## src/hw/rtl/linear_gain_ramp_fader_core_assert.svh

```systemverilog
// Assertion macros used by the fader core RTL.
`ifndef LINEAR_GAIN_RAMP_FADER_CORE_ASSERT_SVH
`define LINEAR_GAIN_RAMP_FADER_CORE_ASSERT_SVH

// Same-cycle implication, checked on the rising clock edge outside reset.
`define LGRF_ASSERT_NOW(label, clk, rst, ante, cons) \
   label: assert property (@(posedge clk) disable iff (rst) (ante) |-> (cons)) \
      else $error("lgrf assertion failed (same cycle)");

// Next-cycle implication, checked on the rising clock edge outside reset.
`define LGRF_ASSERT_NEXT(label, clk, rst, ante, cons) \
   label: assert property (@(posedge clk) disable iff (rst) (ante) |=> (cons)) \
      else $error("lgrf assertion failed (next cycle)");

`endif

```

## src/hw/rtl/lgrf_pkg.sv

```systemverilog
`timescale 1ns / 1ps

package lgrf_pkg;

   localparam int SAMPLE_W = 24;
   localparam int TARGET_W = 17;
   localparam int RATE_W   = 16;
   localparam int GAIN_W   = 31;
   localparam int STEP_W   = 32;

   localparam logic [TARGET_W-1:0] TARGET_MAX = 17'd65536;
   localparam logic [RATE_W-1:0]   RATE_RESET = 16'd64;
   localparam logic [GAIN_W-1:0]   GAIN_ONE   = 31'h4000_0000;

   // Request from the pipeline to the gain tracker for one item.
   typedef struct packed {
      logic                advance;
      logic [TARGET_W-1:0] target;
   } gain_req_type;

endpackage

```

## src/hw/rtl/linear_gain_ramp_fader_core.sv

```systemverilog
`timescale 1ns / 1ps

// Channel   | Direction | Handshake          | Payload
// ----------+-----------+--------------------+----------------------------------------
// req       | in        | req_valid/req_stall | sample_in, target_gain, block_end
// rsp       | out       | rsp_valid/rsp_stall | sample_out, gain_now, last
// csr       | in        | csr_wr_en          | csr_wr_data (ramp rate, Q0.16)
//
// One item per cycle is sustained while rsp is not stalled; each item passes an
// input register, the gain stage and the result register, in that order, and
// leaves on rsp from the result register.
// The gain update runs from the gain register through the step multiply and back into it.
// Reset is synchronous and active high; it empties the pipeline, zeroes the ramp
// state and loads a ramp rate of 64. A stall on rsp backs up stage by stage, and
// req_stall rises only when all three stages hold an item.

module linear_gain_ramp_fader_core (
   input  logic                                   clock,
   input  logic                                   reset,

   input  logic                                   req_valid,
   output logic                                   req_stall,
   input  logic signed [lgrf_pkg::SAMPLE_W-1:0]   req_sample_in,
   input  logic [lgrf_pkg::TARGET_W-1:0]          req_target_gain,
   input  logic                                   req_block_end,

   output logic                                   rsp_valid,
   input  logic                                   rsp_stall,
   output logic signed [lgrf_pkg::SAMPLE_W-1:0]   rsp_sample_out,
   output logic [lgrf_pkg::TARGET_W-1:0]          rsp_gain_now,
   output logic                                   rsp_last,

   input  logic                                   csr_wr_en,
   input  logic [lgrf_pkg::RATE_W-1:0]            csr_wr_data
);

   `include "linear_gain_ramp_fader_core_assert.svh"

   // Ramp rate register.
   logic [lgrf_pkg::RATE_W-1:0] rate_ff;

   always_ff @(posedge clock) begin
      if (reset) begin
         rate_ff <= lgrf_pkg::RATE_RESET;
      end else if (csr_wr_en) begin
         rate_ff <= csr_wr_data;
      end
   end

   // Stage 0: the input register. Stage 1: gain applied to this item.
   // Stage 2: the result register that drives the rsp channel.
   logic                                 v0_ff, v1_ff, v2_ff;
   logic signed [lgrf_pkg::SAMPLE_W-1:0] sample0_ff, sample1_ff, sample2_ff;
   logic [lgrf_pkg::TARGET_W-1:0]        target0_ff;
   logic                                 last0_ff, last1_ff, last2_ff;
   logic [lgrf_pkg::GAIN_W-1:0]          gain1_ff;
   logic [lgrf_pkg::TARGET_W-1:0]        gain2_ff;

   logic ready0, ready1, ready2;
   logic accept_in, move01, move12;

   // Each stage may take a new item when it is empty or its item moves on
   // in the same cycle.
   always_comb begin
      ready2    = !v2_ff || !rsp_stall;
      ready1    = !v1_ff || ready2;
      ready0    = !v0_ff || ready1;
      accept_in = req_valid && ready0;
      move01    = v0_ff && ready1;
      move12    = v1_ff && ready2;
   end

   assign req_stall = !ready0;

   // The gain tracker updates its state exactly once per item, as the item
   // leaves the input register, so items see the ramp in arrival order.
   lgrf_pkg::gain_req_type        trk_req;
   logic [lgrf_pkg::GAIN_W-1:0]   gain_next;

   always_comb begin
      trk_req.advance = move01;
      trk_req.target  = target0_ff;
   end

   lgrf_gain_tracker u_tracker (
      .clock     (clock),
      .reset     (reset),
      .rate      (rate_ff),
      .req       (trk_req),
      .gain_next (gain_next)
   );

   // Output arithmetic: sample (Q1.23) times gain (Q1.30), rounded half up at
   // bit 30, then saturated to the 24-bit sample range.
   logic signed [55:0]                    prod;
   logic signed [55:0]                    rounded;
   logic signed [25:0]                    scaled;
   logic signed [lgrf_pkg::SAMPLE_W-1:0]  sat_in;

   always_comb begin
      prod    = 56'(sample1_ff) * 56'($signed({1'b0, gain1_ff}));
      rounded = prod + 56'sh2000_0000;
      scaled  = rounded[55:30];
      if (scaled > 26'sd8388607) begin
         sat_in = 24'sh7F_FFFF;
      end else if (scaled < -26'sd8388608) begin
         sat_in = 24'sh80_0000;
      end else begin
         sat_in = scaled[23:0];
      end
   end

   // Valid bits are control state and are reset.
   always_ff @(posedge clock) begin
      if (reset) begin
         v0_ff <= 1'b0;
         v1_ff <= 1'b0;
         v2_ff <= 1'b0;
      end else begin
         if (ready0) begin
            v0_ff <= req_valid;
         end
         if (ready1) begin
            v1_ff <= v0_ff;
         end
         if (ready2) begin
            v2_ff <= v1_ff;
         end
      end
   end

   // Payload registers load only when an item moves in, so a stalled result
   // holds its value.
   always_ff @(posedge clock) begin
      if (accept_in) begin
         sample0_ff <= req_sample_in;
         target0_ff <= req_target_gain;
         last0_ff   <= req_block_end;
      end
      if (move01) begin
         sample1_ff <= sample0_ff;
         gain1_ff   <= gain_next;
         last1_ff   <= last0_ff;
      end
      if (move12) begin
         sample2_ff <= sat_in;
         gain2_ff   <= gain1_ff[30:14];
         last2_ff   <= last1_ff;
      end
   end

   assign rsp_valid      = v2_ff;
   assign rsp_sample_out = sample2_ff;
   assign rsp_gain_now   = gain2_ff;
   assign rsp_last       = last2_ff;

   // An item that is accepted lands in the input register.
   `LGRF_ASSERT_NEXT(a_accept_lands, clock, reset, accept_in, v0_ff)
   // An item in the gain stage is never dropped while the result is stalled.
   `LGRF_ASSERT_NEXT(a_stage1_held, clock, reset, v1_ff && v2_ff && rsp_stall, v1_ff)
   // The reported gain never goes above unity.
   `LGRF_ASSERT_NOW(a_gain_bound, clock, reset, rsp_valid, rsp_gain_now <= lgrf_pkg::TARGET_MAX)

endmodule

```

## src/hw/rtl/lgrf_gain_tracker.sv

```systemverilog
`timescale 1ns / 1ps

// Holds the ramp state and computes the gain for the item that advances.
module lgrf_gain_tracker (
   input  logic                               clock,
   input  logic                               reset,
   input  logic [lgrf_pkg::RATE_W-1:0]        rate,
   input  lgrf_pkg::gain_req_type             req,
   output logic [lgrf_pkg::GAIN_W-1:0]        gain_next
);

   logic [lgrf_pkg::GAIN_W-1:0]          gain_ff, gain_in;
   logic signed [lgrf_pkg::STEP_W-1:0]   step_ff, step_in;
   logic [lgrf_pkg::TARGET_W-1:0]        held_ff, held_in;

   logic [lgrf_pkg::TARGET_W-1:0]        tgt_sat;
   logic [lgrf_pkg::GAIN_W-1:0]          tgt_q30;
   logic signed [31:0]                   diff;
   logic [30:0]                          mag;
   logic [46:0]                          prod;
   logic [30:0]                          st;
   logic signed [lgrf_pkg::STEP_W-1:0]   step_sel;
   logic signed [32:0]                   sum;
   logic signed [32:0]                   tgt_ext;
   logic                                 reached;

   always_comb begin
      tgt_sat = (req.target > lgrf_pkg::TARGET_MAX) ? lgrf_pkg::TARGET_MAX : req.target;
      tgt_q30 = {tgt_sat, 14'b0};
      diff    = $signed({1'b0, tgt_q30}) - $signed({1'b0, gain_ff});
      mag     = diff[31] ? 31'(-diff) : diff[30:0];
      prod    = 47'(mag) * 47'(rate);
      st      = prod[46:16];
      // A tiny distance still moves by one LSB when the rate is nonzero, so the ramp finishes.
      if ((st == 31'd0) && (mag != 31'd0) && (rate != '0)) begin
         st = 31'd1;
      end

      if (tgt_sat != held_ff) begin
         step_sel = diff[31] ? -$signed({1'b0, st}) : $signed({1'b0, st});
      end else begin
         step_sel = step_ff;
      end

      sum     = $signed({2'b0, gain_ff}) + $signed({step_sel[31], step_sel});
      tgt_ext = $signed({2'b0, tgt_q30});
      reached = (!step_sel[31] && (sum >= tgt_ext)) || (step_sel[31] && (sum <= tgt_ext));

      held_in = tgt_sat;
      if (step_sel == '0) begin
         gain_in = gain_ff;
         step_in = '0;
      end else if (reached) begin
         gain_in = tgt_q30;
         step_in = '0;
      end else begin
         step_in = step_sel;
         if (sum < 33'sd0) begin
            gain_in = '0;
         end else if (sum > $signed({2'b0, lgrf_pkg::GAIN_ONE})) begin
            gain_in = lgrf_pkg::GAIN_ONE;
         end else begin
            gain_in = sum[30:0];
         end
      end
      gain_next = gain_in;
   end

   always_ff @(posedge clock) begin
      if (reset) begin
         gain_ff <= '0;
         step_ff <= '0;
         held_ff <= '0;
      end else if (req.advance) begin
         gain_ff <= gain_in;
         step_ff <= step_in;
         held_ff <= held_in;
      end
   end

endmodule

```

## config.mk

```make
export PLATFORM = sky130hd
export DESIGN_NAME = linear_gain_ramp_fader_core
export DESIGN_NICKNAME = d
export VERILOG_FILES = /design/src/hw/rtl/lgrf_pkg.sv /design/src/hw/rtl/linear_gain_ramp_fader_core.sv /design/src/hw/rtl/lgrf_gain_tracker.sv
export VERILOG_INCLUDE_DIRS = /design/src /design/src/hw/rtl
export SDC_FILE = /design/constraint.sdc
export NUM_CORES = 2
export LEC_CHECK = 0
export BUFFER_PORTS_ARGS = -buffer_cell sky130_fd_sc_hd__buf_2
export CAP_MARGIN = 10
export CORE_MARGIN = 3
export CORE_UTILIZATION = 30
export CTS_CLUSTER_DIAMETER = 200
export CTS_CLUSTER_SIZE = 12
export DETAILED_ROUTE_END_ITERATION = 8
export PLACE_DENSITY_LB_ADDON = 0.05
export SKIP_CTS_REPAIR_TIMING = 1
export SLEW_MARGIN = 5
export SYNTH_ARGS = -nofsm -noshare
export SYNTH_HDL_FRONTEND = slang
export SYNTH_SLANG_ARGS = --single-unit
```

## constraint.sdc

```tcl
create_clock -name clock -period 16.4 [get_ports clock]
set_input_delay 3.28 -clock clock [delete_from_list [all_inputs] [get_ports clock]]
set_output_delay 3.28 -clock clock [all_outputs]
set_load 0.01 [all_outputs]
```

Word-level counts from Yosys, hierarchy flattened
Cells that the tools add are included.
{"block": "totals", "memories": 0, "output_inout_bits": 44, "word_cells": 64, "ramBits": 0, "reg_bits": 239, "latchBits": 0, "inputBits": 63, "mem_bits_ro": 0}
{"block": "classes", "n_mux": 12, "div": 0, "bitwise": 0, "n_reduce_logical": 21, "addsub": 5, "mul": 2, "n_eq_ne": 1, "shift": 0, "order_cmp": 7}
{"operator": "$mux 31", "n": 6}
{"operator": "$mux 32", "n": 4}
{"operator": "$add 56x31->56 const B", "n": 1}
{"operator": "$mul 24x32->56", "n": 1}
{"operator": "$mul 31x16->47", "n": 1}
{"operator": "$add 32x32->33", "n": 1}
{"operator": "$ge 33x32->1", "n": 1}
{"operator": "$gt 33x32->1 const B", "n": 1}
{"operator": "$le 33x32->1", "n": 1}
{"operator": "$lt 33x1->1 const B", "n": 1}
{"operator": "$logic_not 32->1", "n": 1}
{"operator": "$neg 31->32", "n": 1}
{"operator": "$sub 31x31->32", "n": 1}
{"operator": "$logic_not 31->1", "n": 1}
{"operator": "$neg 31->31", "n": 1}
{"operator": "$reduce_bool 31->1", "n": 1}
{"operator": "$gt 26x24->1 const B", "n": 1}
{"operator": "$lt 26x24->1 const B", "n": 1}
{"operator": "$mux 24", "n": 1}
{"operator": "$gt 17x17->1 const B", "n": 1}
{"operator": "$mux 17", "n": 1}
{"operator": "$ne 17x17->1", "n": 1}
{"operator": "$reduce_bool 16->1", "n": 1}
{"operator": "$logic_and 1x1->1", "n": 7}
{"operator": "2 further kinds", "n": 10}

Longest topological paths before layout
{"block": "logic_depth", "word_depth": 19, "mapped_depth": 83, "mapped_depth_nobuf": 72}

Hierarchy
Synthesis repeated with hierarchy kept, for this count alone.
{"block": "hier_totals", "cells_unflattened": 6300, "hier_area_um2": 55902.4}
{"module": "linear_gain_ramp_fader_core", "instances": 1, "cells_each": 2927, "seq_area_each_um2": 4584.4, "area_per_inst_um2": 28912.7}
{"module": "lgrf_gain_tracker", "instances": 1, "cells_each": 3373, "seq_area_each_um2": 1601.5, "area_per_inst_um2": 26989.6}

Least setup slack after synthesis
OpenSTA, ideal clock, no wires.
{"block": "synth_timing", "kind": "register to register", "startpoint": "reg target0_ff[7] (netlist bit)", "endpoint": "reg u_tracker.gain_ff[13] (netlist bit)", "setup_ps": 72, "period_less_slack_ps": 17910, "path_buffers": 10, "setup_slack_ps": -1510, "required_ps": 16328, "path_stages_with_launch": 77, "arrival_ps": 17839, "cell_sequence": "edfxtp_1 -> nor4_1 -> nand4_1 -> nand2_1 -> nand2_1 -> inv_1 -> ha_1 -> buf_2 -> and3_1 -> clkbuf_1 -> a32o_1 -> nor2_1 -> a211oi_4 -> o31ai_2 -> clkbuf_1 -> clkbuf_1 -> clkbuf_1 -> xnor2_1 -> (+41 left out) -> o211ai_1 -> a21boi_0 -> o21a_1 -> o31a_1 -> ha_1 -> nand3_1 -> a211oi_1 -> mux2i_1 -> o211ai_1 -> o21ai_0 -> a221o_1 -> and2_1 -> clkbuf_1 -> or2_1 -> clkbuf_1 -> clkbuf_1 -> or3_1 -> mux2i_1"}
{"block": "synth_via", "elab_chain_cells": 19, "word_cells_on_any_way": 29, "cone_classes": "add/sub: 4; mul: 1; order compare: 5; eq/ne: 1; mux: 9; reduce/logical: 9"}
{"element": "start: declaration", "line": "linear_gain_ramp_fader_core.sv:54", "text": "logic [lgrf_pkg::TARGET_W-1:0] target0_ff;"}
{"element": "start signal: assignment", "line": "linear_gain_ramp_fader_core.sv:137", "text": "target0_ff <= req_target_gain;"}
{"element": "$gt 17x17->1 (*)", "line": "lgrf_gain_tracker.sv:28", "text": "tgt_sat = (req.target > lgrf_pkg::TARGET_MAX) ? lgrf_pkg::TARGET_MAX : req.target;"}
{"element": "$mux 17 (*)", "line": "lgrf_gain_tracker.sv:28"}
{"element": "net u_tracker.held_in, one bit", "line": "lgrf_gain_tracker.sv:14", "text": "logic [lgrf_pkg::TARGET_W-1:0] held_ff, held_in;"}
{"element": "$sub 31x31->32", "line": "lgrf_gain_tracker.sv:30", "text": "diff = $signed({1'b0, tgt_q30}) - $signed({1'b0, gain_ff});"}
{"element": "$neg 31->31", "line": "lgrf_gain_tracker.sv:31", "text": "mag = diff[31] ? 31'(-diff) : diff[30:0];"}
{"element": "$mux 31", "line": "lgrf_gain_tracker.sv:31"}
{"element": "$mul 31x16->47", "line": "lgrf_gain_tracker.sv:32", "text": "prod = 47'(mag) * 47'(rate);"}
{"element": "$logic_not 31->1", "line": "lgrf_gain_tracker.sv:35", "text": "if ((st == 31'd0) && (mag != 31'd0) && (rate != '0)) begin"}
{"element": "(+4 left out)"}
{"element": "$mux 32", "line": "lgrf_gain_tracker.sv:40", "text": "step_sel = diff[31] ? -$signed({1'b0, st}) : $signed({1'b0, st});"}
{"element": "$mux 32", "line": "lgrf_gain_tracker.sv:39", "text": "if (tgt_sat != held_ff) begin"}
{"element": "$add 32x32->33", "line": "lgrf_gain_tracker.sv:45", "text": "sum = $signed({2'b0, gain_ff}) + $signed({step_sel[31], step_sel});"}
{"element": "$gt 33x32->1, or another cell as far along", "line": "lgrf_gain_tracker.sv:60", "text": "end else if (sum > $signed({2'b0, lgrf_pkg::GAIN_ONE})) begin"}
{"element": "$mux 31 / $logic_and 1x1->1 (equally long branches)", "line": "lgrf_gain_tracker.sv:60, lgrf_gain_tracker.sv:47"}
{"element": "$mux 31 / $logic_or 1x1->1 (equally long branches)", "line": "lgrf_gain_tracker.sv:58, lgrf_gain_tracker.sv:47"}
{"element": "$mux 31", "line": "lgrf_gain_tracker.sv:53", "text": "end else if (reached) begin"}
{"element": "$mux 31 (*)", "line": "lgrf_gain_tracker.sv:50", "text": "if (step_sel == '0) begin"}
{"element": "end signal: assignment", "line": "lgrf_gain_tracker.sv:75", "text": "gain_ff <= gain_in;"}
{"element": "end: declaration", "line": "lgrf_gain_tracker.sv:12", "text": "logic [lgrf_pkg::GAIN_W-1:0] gain_ff, gain_in;"}
Mark *: on every way through the listed nets, which the timed path passes. The rest lies on a longest branch.
A chain may end at the register's enable or synchronous reset.

Worst setup path after layout
{"block": "layout_timing", "startpoint": "reg target0_ff[7] (netlist bit)", "endpoint": "reg gain1_ff[28] (netlist bit), data pin"}
{"block": "layout_via", "elab_chain_cells": 19, "word_cells_on_any_way": 29, "cone_classes": "add/sub: 4; mul: 1; order compare: 5; eq/ne: 1; mux: 9; reduce/logical: 9"}
{"element": "$gt 17x17->1 (*)", "line": "lgrf_gain_tracker.sv:28"}
{"element": "$mux 17 (*)", "line": "lgrf_gain_tracker.sv:28"}
{"element": "net u_tracker.held_in, one bit", "line": "lgrf_gain_tracker.sv:14"}
{"element": "$sub 31x31->32", "line": "lgrf_gain_tracker.sv:30"}
{"element": "$neg 31->31", "line": "lgrf_gain_tracker.sv:31"}
{"element": "$mux 31", "line": "lgrf_gain_tracker.sv:31"}
{"element": "$mul 31x16->47", "line": "lgrf_gain_tracker.sv:32"}
{"element": "$logic_not 31->1", "line": "lgrf_gain_tracker.sv:35"}
{"element": "(+5 left out)"}
{"element": "$mux 32", "line": "lgrf_gain_tracker.sv:39"}
{"element": "$add 32x32->33", "line": "lgrf_gain_tracker.sv:45"}
{"element": "$gt 33x32->1, or another cell as far along", "line": "lgrf_gain_tracker.sv:60"}
{"element": "$mux 31 / $logic_and 1x1->1 (equally long branches)", "line": "lgrf_gain_tracker.sv:60, lgrf_gain_tracker.sv:47"}
{"element": "$mux 31 / $logic_or 1x1->1 (equally long branches)", "line": "lgrf_gain_tracker.sv:58, lgrf_gain_tracker.sv:47"}
{"element": "$mux 31", "line": "lgrf_gain_tracker.sv:53"}
{"element": "$mux 31 (*)", "line": "lgrf_gain_tracker.sv:50"}
{"element": "net gain_next, one bit", "line": "linear_gain_ramp_fader_core.sv:78", "text": "logic [lgrf_pkg::GAIN_W-1:0] gain_next;"}
{"element": "end signal: assignment", "line": "linear_gain_ramp_fader_core.sv:142", "text": "gain1_ff <= gain_next;"}
{"element": "end: declaration", "line": "linear_gain_ramp_fader_core.sv:56", "text": "logic [lgrf_pkg::GAIN_W-1:0] gain1_ff;"}
Marks and branches as above.

==> results.tsv <==
metric	value	unit
worst_pin_slew	1.13	ns
arrival	16.82	ns
grt_max_degree	53	
nets	8468	
placed_cell_area	64400	um2
critPathMaxFanout	10	
dp_hpwl	160000	um
cts_buffer_depth	3	
rsz0062_at_grt	true	
synthArstFlopShare	0	%
finalCriticalPeriod	16.40	ns
hold_depth	0	
n_fill_cell	19000	
cts_max_level	1	
clock_latency	0.66	ns
post-route-period-util	100	%
grt_pass1_vias	49200	
firstDrtPassIters	6	
syn_inst	6259	
die_w	435	um
place_congestion	0.866	
slowest_stage	fa_1	
crit_path_end_kind	flip-flop	
start_util	30.4	%
yosysSeqAreaShare	11.2	%
synth_ff_type	edfxtp_1	
r2r_start	target0_ff[7]$_DFFE_PP_	
rows	156	
synthTopCellsByCount	1124 x inv_1, 1039 x fa_1, 1029 x nand2_1, 438 x and2_1, 393 x ha_1	
yosysMostFrequentCell	inv_1	
crit_top_cell	fa_1	
finalClockSkew	0.0553	ns
ios	107	
die_area	189000	um2
hp-start	sample0_ff[10]$_DFFE_PP_	
synth-seq-cells	239	
routed_wl	205000	um
finalWorstSetupSlack	0.00459	ns
clkTransAtPathRegs	0.08	ns
synth_area_per_cell	8.82	um2
r2r-end	gain1_ff[28]$_DFFE_PP_	
hold_viol	0	
slew_violations	0	
dp.cells	9346	
drt_iter0_drc	2360	
r2r_cells	70	
grt_overflow	0	
yosys.area.top_type_share	37.7	%
synthTopCellsByArea	fa_1 38%, ha_1 8.9%, inv_1 7.6%, edfxtp_1 7.6%, nand2_1 7.0%	
synth-edff-count	140	
areaGrowthSynthToFinish	21.1	%
worstHoldPathType	flip-flop to flip-flop	
ys_warn_count	0	
port_buffers	106	
fin_cells	9445	
cts_root_buffer	clkbuf_16	
clkSinkCount	239	
num_vias	45900	
synth_area	55200	um2
dieHeight	435	um
postSynthNetCount	7754	
core_region_area	182000	um2
ant_nets	0	
grt.total_usage	21.5	%
status	finished clean	
rrSetupSlack	0.005	ns
drc	0	
max_clock_freq	0.0610	GHz
start_kind	flip-flop	
synth.largest_area_cell	fa_1	
antenna_found_initial	4	
max_cap_violations	0	
numCtsBuffers	26	
design_area	66900	um2
max_stage_delay	0.59	ns
min_to	sample1_ff[10]$_DFFE_PP_	
cts_tree	yes	
wl_per_cell	21.7	um
required	16.83	ns
drive_gt1_share	19.1	%
post-place-ws	-1.06	ns
ys_types	102	
path_class	flip-flop to flip-flop	
vias_per_cell	4.86	
maxSlewHeadroom	24.5	%
setup_violations	0	
grt_pass1_wl	312000	um
## cell usage in the layout (no fill, tap or decap), types with 25 or more instances in the layout
cell type and count:
o21a_1 25, clkbuf_16 28, buf_2 106, ha_1 373, nand3_1 69, xor2_1 61, mux2i_1 55, xnor2_1 71
nand2_1 1018, nor3_1 68, inv_1 1113, buf_4 875, or3_1 47, fa_1 1035, o211ai_1 32, a21oi_2 33
a21oi_1 167, nand4_1 55, buf_12 25, nand2b_1 58, dfxtp_1 96, and2_1 434, edfxtp_1 140, and3_1 38
o21ai_0 111, nor2_1 192, a21o_1 71
## per-layer routing
metal / vias to the layer above / global-route usage (%) / share of wire (%)
li1: 21100 / - / -
met1: 23800 / 30.1 / 47
met2: 750 / 36.9 / 49
met3: 163 / 1.47 / 3.0
met4: 2 / 3.43 / 1.9
met5: - / 0 / 0.0064
## area by class of cell
cell class	count	area, um2	area share (%)
antenna	4	10.0	0.0150
multi-input combinational	4557	44700	66.9
timing repair buffer	1024	7850	11.7
clock buffer	42	731	1.09
sequential	239	6190	9.26
clock inverter	5	70.1	0.105
tap	2449	3060	4.58
inverter	1125	4230	6.32
## sequential cells by signal, indices dropped and copies added (netlist names), 16 cells and up
register           cells
target0_ff            17
u_tracker.held_ff     17
rate_ff               16
gain1_ff              31
u_tracker.step_ff     32
rsp_gain_now          17
u_tracker.gain_ff     31
rsp_sample_out        24
sample0_ff            24
sample1_ff            24
## worst max path at each step
stage / endpoint / start / slack, ns / cells after the start
3_5_place_dp: gain1_ff[26]$_DFFE_PP_ / target0_ff[6]$_DFFE_PP_ / -1.06 / 71
3_3_place_gp: gain1_ff[26]$_DFFE_PP_ / target0_ff[6]$_DFFE_PP_ / -1.02 / 71
4_1_cts: gain1_ff[26]$_DFFE_PP_ / target0_ff[6]$_DFFE_PP_ / -1.15 / 71
5_1_grt: u_tracker.gain_ff[6]$_SDFFE_PP0P_ / target0_ff[7]$_DFFE_PP_ / -0.78 / 72
6_report: gain1_ff[28]$_DFFE_PP_ / target0_ff[7]$_DFFE_PP_ / 0.005 / 70
2_1_floorplan: u_tracker.gain_ff[13]$_SDFFE_PP0P_ / target0_ff[6]$_DFFE_PP_ / 0.01 / 76
## critical path: cells and delay by family, from the launching register on
| kind | cells | cell delay (ns) |
|---|---|---|
| AND/OR/NAND/NOR | 23 | 5.04 |
| adder cells (fa/ha/maj) | 11 | 4.42 |
| AO/OA/AOI/OAI | 21 | 3.89 |
| buffers and inverters | 10 | 1.28 |
| multiplexers | 3 | 0.80 |
| flip-flops | 1 | 0.41 |
| XOR/XNOR | 2 | 0.27 |
## logic make-up (layout without fill, tap and decap cells)
group | count (synthesis) | in the layout | synth area share [%]
compound gates | 697 | 697 | 8.48
xor+xnor | 149 | 149 | 2.38
fa+ha+maj | 1432 | 1432 | 46.6
buf+inv | 1463 | 2196 | 10.1
flops | 239 | 239 | 11.2
mux | 86 | 86 | 1.77
other cells | 0 | 4 | 0
simple gates | 2193 | 2193 | 19.5
## through the flow
stage                     hold slack, ns  TNS, ns  utilization, %
after floorplan                    0.400        0               -
after global placement             0.402   -70.88            35.4
after detailed placement           0.406   -76.42            35.4
after CTS                          0.413   -86.30            35.9
after global routing               0.418   -59.07            36.8
final                              0.409        0            36.8
Power is not shown: default switching activity piles up to over one toggle a cycle in this logic, so the estimate is an artifact.
